$ cat config.mk
export PLATFORM = sky130hd
export DESIGN_NAME = sorted_table_insert_search_delete_top
export DESIGN_NICKNAME = d
export VERILOG_FILES = /design/src/stab_pkg.sv /design/src/stab_ctrl.sv /design/src/stab_dp.sv /design/src/sorted_table_insert_search_delete_top.sv
export SDC_FILE = /design/constraint.sdc
export NUM_CORES = 2
export LEC_CHECK = 0
export BUFFER_PORTS_ARGS = -buffer_cell sky130_fd_sc_hd__buf_2
export CORE_ASPECT_RATIO = 0.9
export CORE_UTILIZATION = 70
export CTS_CLUSTER_SIZE = 28
export DETAILED_ROUTE_END_ITERATION = 10
export PLACE_DENSITY = 0.87
export SLEW_MARGIN = 10
export SYNTH_ARGS = -nofsm -noshare
export SYNTH_HDL_FRONTEND = slang
export SYNTH_SLANG_ARGS = --single-unit
$ cat constraint.sdc
create_clock -name clk -period 12.96 [get_ports clk]
set_clock_uncertainty 0.15 [all_clocks]
set_input_delay 0.648 -clock clk [delete_from_list [all_inputs] [get_ports clk]]
set_output_delay 0.648 -clock clk [all_outputs]
set_load 0.005 [all_outputs]
$ cat src/stab_pkg.sv
// ----------------------------------------------------------------------------
// stab_pkg: shared types and codes for the sorted table
// Item structs, action and status codes, the controller state type and the
// controller-to-datapath command bundle.
// ----------------------------------------------------------------------------
package stab_pkg;

  // default table depth
  localparam int CAPACITY_DEF = 16;

  // action codes carried by an input item
  localparam logic [1:0] ACT_INSERT = 2'd0;
  localparam logic [1:0] ACT_SEARCH = 2'd1;
  localparam logic [1:0] ACT_DELETE = 2'd2;

  // status codes carried by a result item
  localparam logic [1:0] STAT_OK     = 2'd0;
  localparam logic [1:0] STAT_ABSENT = 2'd1;
  localparam logic [1:0] STAT_FULL   = 2'd2;

  // input item
  typedef struct packed {
    logic [1:0]         action;
    logic signed [31:0] value;
  } in_item_t;

  // result item
  typedef struct packed {
    logic [1:0] status;
    logic [4:0] occupancy;
  } out_item_t;

  // controller states
  typedef enum logic {
    ST_IDLE,
    ST_EXEC
  } state_t;

  // commands from controller to datapath
  typedef struct packed {
    logic load;
    logic exec;
  } ctrl_t;

endpackage

$ cat src/stab_ctrl.sv
// ----------------------------------------------------------------------------
// stab_ctrl: sorted table controller
// Two-state sequencer: takes an item when idle, then runs the update in ST_EXEC.
// ----------------------------------------------------------------------------
module stab_ctrl (
  input  logic            clk,
  input  logic            rst,
  input  logic            start,
  output logic            busy,
  output stab_pkg::ctrl_t ctrl
);
  import stab_pkg::*;

  state_t state;
  state_t state_next;

  // state register
  always_ff @(posedge clk) begin
    if (rst) begin
      state <= ST_IDLE;
    end else begin
      state <= state_next;
    end
  end

  // next state and commands
  always_comb begin
    state_next = state;
    ctrl.load  = 1'b0;
    ctrl.exec  = 1'b0;
    busy       = 1'b0;
    unique case (state)
      ST_IDLE: begin
        if (start) begin
          ctrl.load  = 1'b1;
          state_next = ST_EXEC;
        end
      end
      ST_EXEC: begin
        busy       = 1'b1;
        ctrl.exec  = 1'b1;
        state_next = ST_IDLE;
      end
      default: begin
        state_next = ST_IDLE;
      end
    endcase
  end

  // update cycle is always a single cycle
  a_exec_single: assert property (@(posedge clk) disable iff (rst)
    ctrl.exec |=> !ctrl.exec) else $error("exec held for two cycles");

  // an item is only loaded when the controller is free
  a_load_idle: assert property (@(posedge clk) disable iff (rst)
    ctrl.load |-> !busy && !ctrl.exec) else $error("load while busy");

  // every load is followed by exactly one update
  a_load_exec: assert property (@(posedge clk) disable iff (rst)
    ctrl.load |=> ctrl.exec) else $error("load not followed by exec");

endmodule

$ cat src/stab_dp.sv
// ----------------------------------------------------------------------------
// stab_dp: sorted table datapath
// A row of key cells with a compare in every cell; insert and delete shift
// the cells at and above the lower bound by one place in one update.
// ----------------------------------------------------------------------------
module stab_dp #(
  parameter int CAPACITY = stab_pkg::CAPACITY_DEF
) (
  input  logic                clk,
  input  logic                rst,
  input  stab_pkg::ctrl_t     ctrl,
  input  stab_pkg::in_item_t  cmd,
  output logic                done,
  output stab_pkg::out_item_t result
);
  import stab_pkg::*;

  localparam int CntW = $clog2(CAPACITY + 1);

  in_item_t                  item;
  logic signed [31:0]        cells [CAPACITY];
  logic [CntW-1:0]           count;
  logic [CntW-1:0]           count_next;
  logic [CAPACITY-1:0]       valid;
  logic [CAPACITY-1:0]       lt;
  logic [CAPACITY-1:0]       first;
  logic [CAPACITY-1:0]       hit;
  logic                      found;
  logic                      full;
  logic                      do_ins;
  logic                      do_del;
  logic [1:0]                status_next;

  // latch the accepted item
  always_ff @(posedge clk) begin
    if (ctrl.load) begin
      item <= cmd;
    end
  end

  // per-cell compare against the key; lt is a thermometer over the valid prefix
  for (genvar i = 0; i < CAPACITY; i++) begin : g_cmp
    assign valid[i] = CntW'(i) < count;
    assign lt[i]    = valid[i] && (cells[i] < item.value);
    if (i == 0) begin : g_first0
      assign first[i] = !lt[i];
    end else begin : g_firstn
      assign first[i] = !lt[i] && lt[i-1];
    end
    assign hit[i] = first[i] && valid[i] && (cells[i] == item.value);
  end

  // decode the action
  always_comb begin
    found       = |hit;
    full        = count == CntW'(CAPACITY);
    do_ins      = 1'b0;
    do_del      = 1'b0;
    count_next  = count;
    status_next = STAT_ABSENT;
    case (item.action)
      ACT_INSERT: begin
        if (full) begin
          status_next = STAT_FULL;
        end else begin
          do_ins      = 1'b1;
          count_next  = count + 1'b1;
          status_next = STAT_OK;
        end
      end
      ACT_SEARCH: begin
        status_next = found ? STAT_OK : STAT_ABSENT;
      end
      ACT_DELETE: begin
        if (found) begin
          do_del      = 1'b1;
          count_next  = count - 1'b1;
          status_next = STAT_OK;
        end
      end
      default: begin
        status_next = STAT_ABSENT;
      end
    endcase
  end

  // cell update: open a gap at the lower bound, or close the one at the hit
  for (genvar i = 0; i < CAPACITY; i++) begin : g_cell
    always_ff @(posedge clk) begin
      if (ctrl.exec && !lt[i]) begin
        if (do_ins) begin
          if (first[i]) begin
            cells[i] <= item.value;
          end else begin
            cells[i] <= cells[(i > 0) ? i - 1 : 0];
          end
        end else if (do_del && (i < CAPACITY - 1)) begin
          cells[i] <= cells[(i < CAPACITY - 1) ? i + 1 : i];
        end
      end
    end
  end

  // occupancy counter and result strobe
  always_ff @(posedge clk) begin
    if (rst) begin
      count <= '0;
      done  <= 1'b0;
    end else begin
      done <= ctrl.exec;
      if (ctrl.exec) begin
        count <= count_next;
      end
    end
  end

  // result payload
  always_ff @(posedge clk) begin
    if (ctrl.exec) begin
      result.status    <= status_next;
      result.occupancy <= 5'(count_next);
    end
  end

  // occupancy never exceeds the table depth
  a_count_bound: assert property (@(posedge clk) disable iff (rst)
    count <= CntW'(CAPACITY)) else $error("count above capacity");

  // a result appears only right after an update cycle
  a_done_exec: assert property (@(posedge clk) disable iff (rst)
    done |-> $past(ctrl.exec)) else $error("result without update");

  // the table only changes size in an update cycle
  a_count_hold: assert property (@(posedge clk) disable iff (rst)
    !ctrl.exec |=> $stable(count)) else $error("count changed while idle");

  // a full status is reported only with the table full
  a_full_status: assert property (@(posedge clk) disable iff (rst)
    done && result.status == STAT_FULL |-> count == CntW'(CAPACITY))
    else $error("full status with room left");

endmodule

$ cat src/sorted_table_insert_search_delete_top.sv
// ----------------------------------------------------------------------------
// sorted_table_insert_search_delete_top: bounded sorted multiset of keys
// The item register latches an accepted item, ST_EXEC runs the update, and
// the result strobe and payload are registered at the end of that update.
// No new item is taken while busy; the compare-and-shift cell row does the
// whole update at once after the item is latched.
// The result is shown for one cycle only; the receiver cannot stall it.
// Reset empties the table at once; no clearing pass is needed.
// ----------------------------------------------------------------------------
module sorted_table_insert_search_delete_top #(
  parameter int CAPACITY = stab_pkg::CAPACITY_DEF
) (
  input  logic                clk,
  input  logic                rst,
  input  logic                start,
  output logic                busy,
  input  stab_pkg::in_item_t  cmd,
  output logic                done,
  output stab_pkg::out_item_t result
);
  import stab_pkg::*;

  ctrl_t ctrl;

  // sequencer
  stab_ctrl u_ctrl (
    .clk   (clk),
    .rst   (rst),
    .start (start),
    .busy  (busy),
    .ctrl  (ctrl)
  );

  // cell row and result register
  stab_dp #(
    .CAPACITY (CAPACITY)
  ) u_dp (
    .clk    (clk),
    .rst    (rst),
    .ctrl   (ctrl),
    .cmd    (cmd),
    .done   (done),
    .result (result)
  );

endmodule

==> impl_metrics.prom <==
# TYPE chip_impl_metric gauge
chip_impl_info{name="status",value="complete, no violations"} 1
chip_impl_info{name="cp_cell_sequence",value="inv_1 -> ha_1 -> nand4_1 -> nor4_1 -> o21ai_0 -> a31oi_1 -> nor3_1 -> nor4b_1 -> a311o_1 -> a2111oi_0 -> nand4_1 -> nand4_1 -> buf_4 -> mux2_2"} 1
chip_impl_metric{name="timing.max_slew.rel_slack",unit=""} 0.161
chip_impl_metric{name="final-max-slew-violation-count",unit=""} 0
chip_impl_metric{name="synth-compound-area-share",unit=""} 0.103
chip_impl_metric{name="timing.final.setup_violations",unit=""} 0
chip_impl_info{name="holdCritPathClass",value="in2reg"} 1
chip_impl_info{name="startpoint_type",value="flop"} 1
chip_impl_metric{name="post_route_cells_drive_above_1_share",unit=""} 0.235
chip_impl_info{name="tritoncts",value="yes"} 1
chip_impl_metric{name="fin_tns_setup",unit="ns"} 0
chip_impl_metric{name="placement.setup.worst_slack",unit="ns"} 5.92
chip_impl_metric{name="yosys.area_share.simple",unit=""} 0.0913
chip_impl_metric{name="n_antenna_cell",unit=""} 0
chip_impl_metric{name="tightest_slew",unit="ns"} 1.24
chip_impl_metric{name="pin_count",unit=""} 46
chip_impl_metric{name="yosys-mux-area-fraction",unit=""} 0.206
chip_impl_metric{name="fin_util",unit=""} 0.760
chip_impl_metric{name="hold_fails_final_rpt",unit=""} 0
chip_impl_metric{name="number_of_synthesized_flops_with_an_enable_pin",unit=""} 553
chip_impl_metric{name="numCtsBuffers",unit=""} 60
chip_impl_metric{name="syn-cell-area",unit="µm²"} 40600
chip_impl_metric{name="die_width",unit="µm"} 256
chip_impl_metric{name="grt_start_max_net_pins",unit=""} 64
chip_impl_metric{name="clk_transition_reported_paths",unit="ns"} 0.06
chip_impl_info{name="worst_setup_path_end_kind",value="flop"} 1
chip_impl_metric{name="netlist_instances",unit=""} 3522
chip_impl_metric{name="placeableCoreArea",unit="µm²"} 57100
chip_impl_info{name="dominant_combinational_cell_family_by_area_after_synthesis",value="multiplexers"} 1
chip_impl_metric{name="worstPathBufferInverterCount",unit=""} 2
chip_impl_metric{name="dpl-instance-area",unit="µm²"} 41600
chip_impl_metric{name="placed_cells",unit=""} 4235
chip_impl_metric{name="cts_htree_levels",unit=""} 2
chip_impl_metric{name="clock_tree.buffer_depth",unit=""} 3
chip_impl_metric{name="synth.yosys.warnings",unit=""} 0
chip_impl_metric{name="cts.sinks",unit=""} 560
chip_impl_info{name="rsz0062_at_grt",value="false"} 1
chip_impl_info{name="most_frequent_cells_in_the_layout",value="mux2_2 (596), edfxtp_1 (553), ha_1 (518), nand2_1 (337), o21ai_0 (288)"} 1
chip_impl_metric{name="fin_crit",unit="ns"} 7.50
chip_impl_metric{name="hpwl",unit="µm"} 84400
chip_impl_metric{name="syn2layout_area_growth",unit="%"} 7.01
chip_impl_metric{name="route.detailed.vias_per_inst",unit=""} 6.98
chip_impl_metric{name="clkLatencyLatePin",unit="ns"} 0.64
chip_impl_info{name="ys.flop_type",value="edfxtp_1"} 1
chip_impl_metric{name="grt_pass1_wl",unit="µm"} 175000
chip_impl_metric{name="global_route.overflow_total",unit=""} 0
chip_impl_info{name="cp_common_cell",value="nand4_1"} 1
chip_impl_metric{name="wl_per_cell",unit="µm"} 25.9
chip_impl_metric{name="syn_nets",unit=""} 4077
chip_impl_metric{name="final.period_utilization",unit=""} 0.578
chip_impl_metric{name="gr-usage-all-layers",unit=""} 0.379
chip_impl_metric{name="critical_path.max_fanout",unit=""} 23
chip_impl_metric{name="critPathArrivalTime",unit="ns"} 7.73
chip_impl_metric{name="irDropWorstVdd",unit="µV"} 109
chip_impl_info{name="cp_top_family",value="simple AND/OR/NAND/NOR gates"} 1
chip_impl_metric{name="initialDrtViolationCount",unit=""} 3249
chip_impl_metric{name="postSynthRegisterBits",unit=""} 560
chip_impl_metric{name="fin_worst_hold_slack",unit="ns"} 0.0355
chip_impl_metric{name="cts.hold.buffers_added",unit=""} 0
chip_impl_metric{name="stdcell_area",unit="µm²"} 43400
chip_impl_metric{name="seq_total_area_yosys",unit=""} 0.413
chip_impl_metric{name="instances_no_fill",unit=""} 4343
chip_impl_metric{name="first_pass_iters",unit=""} 5
chip_impl_info{name="crit_type",value="reg2reg"} 1
chip_impl_metric{name="first_global_vias",unit=""} 30500
chip_impl_metric{name="postLayoutSetupSlackWorst",unit="ns"} 5.46
chip_impl_metric{name="dieHeight",unit="µm"} 230
chip_impl_info{name="mostFrequentLayoutCell",value="mux2_2"} 1
chip_impl_info{name="worst_path_max_delay_cell",value="nor4b_1"} 1
chip_impl_metric{name="syn_area_cell",unit="µm²"} 11.5
chip_impl_metric{name="design.die.area",unit="µm²"} 58900
chip_impl_info{name="ctsRootBufferMaster",value="clkbuf_16"} 1
chip_impl_metric{name="total_routed_length",unit="µm"} 113000
chip_impl_metric{name="fin_nets",unit=""} 4087
chip_impl_metric{name="cpPeakStageDelay",unit="ns"} 1.01
chip_impl_metric{name="initial_core_util",unit=""} 0.710
chip_impl_metric{name="maxCapViolCount",unit=""} 0
chip_impl_metric{name="powerDensity",unit="nW/µm²"} 99.1
chip_impl_metric{name="row_count",unit=""} 83
chip_impl_metric{name="via_count",unit=""} 30300
chip_impl_metric{name="power.total",unit="mW"} 4.30
chip_impl_metric{name="synth.lib_cells_used.distinct",unit=""} 81
chip_impl_metric{name="synthArstFlopShare",unit=""} 0
chip_impl_metric{name="gp_congestion",unit=""} 1.02
chip_impl_metric{name="max_freq",unit="MHz"} 133
chip_impl_metric{name="synth_xor_xnor_area_share",unit=""} 0.00234
chip_impl_metric{name="cts-resized-gates",unit=""} 0
chip_impl_metric{name="remaining_drc_errors",unit=""} 0
chip_impl_metric{name="post-cts-setup-buffers",unit=""} 0
chip_impl_metric{name="synth-adder-area-share",unit=""} 0.160
chip_impl_metric{name="leakagePower",unit="nW"} 16.7
chip_impl_metric{name="grt_antenna_before_repair",unit=""} 0
chip_impl_metric{name="crit_required",unit="ns"} 13.19
chip_impl_metric{name="port_buffers",unit=""} 45
chip_impl_metric{name="drtAntennaViolNets",unit=""} 0
power breakdown:
part / total (mW) / switching [mW] / internal (mW)
sequential: 2.09 / 0.0460 / 2.05
clock: 1.63 / 0.742 / 0.890
combinational: 0.580 / 0.328 / 0.251
state kept, by name (all words and copies together), names as in the netlist:
| register | count |
|---|---|
| u_dp.cells | 512 |
| u_dp.item | 34 |
| u_dp.result | 7 |
| u_dp.count | 5 |
| u_ctrl.state | 1 |
| u_dp.done | 1 |
per-layer routing:
layer | GRT usage | routed length (µm)
met3 | 0.0620 | 10900
met2 | 0.595 | 50400
met5 | 0 | 0
met4 | 0.157 | 4580
met1 | 0.526 | 46800
logic make-up after synthesis:
logic type | after synthesis
XOR/XNOR | 10
flip-flops | 560
adder cells (fa/ha/maj) | 518
buffers and inverters | 240
AND/OR/NAND/NOR | 751
multiplexers | 745
AO/OA/AOI/OAI | 698
cell usage after synthesis, types with 4 or more instances:
master / instances / area, µm²
mux2_2: 596 / 6710
edfxtp_1: 553 / 16600
ha_1: 518 / 6480
nand2_1: 337 / 1260
o21ai_0: 288 / 1440
a21oi_1: 192 / 961
mux2_1: 120 / 1350
clkbuf_1: 118 / 443
nand4_1: 106 / 663
nor2_1: 80 / 300
a21o_1: 79 / 593
inv_1: 72 / 270
nand3_1: 46 / 230
buf_2: 40 / 200
nor3_1: 31 / 155
mux2i_1: 29 / 290
nor2b_1: 29 / 181
nor4_1: 27 / 169
and4_1: 21 / 184
a221oi_1: 19 / 166
o21a_1: 19 / 143
nand2b_1: 15 / 93.8
o211ai_1: 14 / 105
a211oi_1: 9 / 67.6
buf_6: 9 / 101
o21ai_1: 9 / 45.0
and3_1: 8 / 50.1
or3_1: 8 / 50.1
a31oi_1: 7 / 43.8
dfxtp_1: 7 / 140
or2_2: 7 / 43.8
a221o_1: 6 / 60.1
xor2_1: 6 / 52.6
nor3b_1: 5 / 37.5
o32ai_1: 5 / 43.8
and2_1: 4 / 25.0
and4b_1: 4 / 40.0
nand4b_1: 4 / 35.0
o211a_1: 4 / 40.0
or3b_1: 4 / 35.0
cell type report:
cell class | count | area, µm²
Multi-Input combinational cell | 2722 | 22900
Clock inverter | 35 | 201
Timing Repair Buffer | 116 | 758
Tap cell | 765 | 957
Sequential cell | 560 | 16700
Clock buffer | 73 | 1570
Fill cell | 3732 | 13700
Inverter | 72 | 270
worst paths after layout:
kind	from	endpoint	slack [ns]	depth (start not counted)
worst max-delay path	u_dp.item[13]	u_dp.cells[5][5]	5.46	14
worst min-delay path	cmd[24]	u_dp.item[24]	0.04	1
worst max register to register	u_dp.item[13]	u_dp.cells[5][5]	5.46	14
worst min register to register	u_dp.cells[15][7]	u_dp.cells[14][7]	0.43	1
No activity file was read; power rests on OpenSTA's default activity.
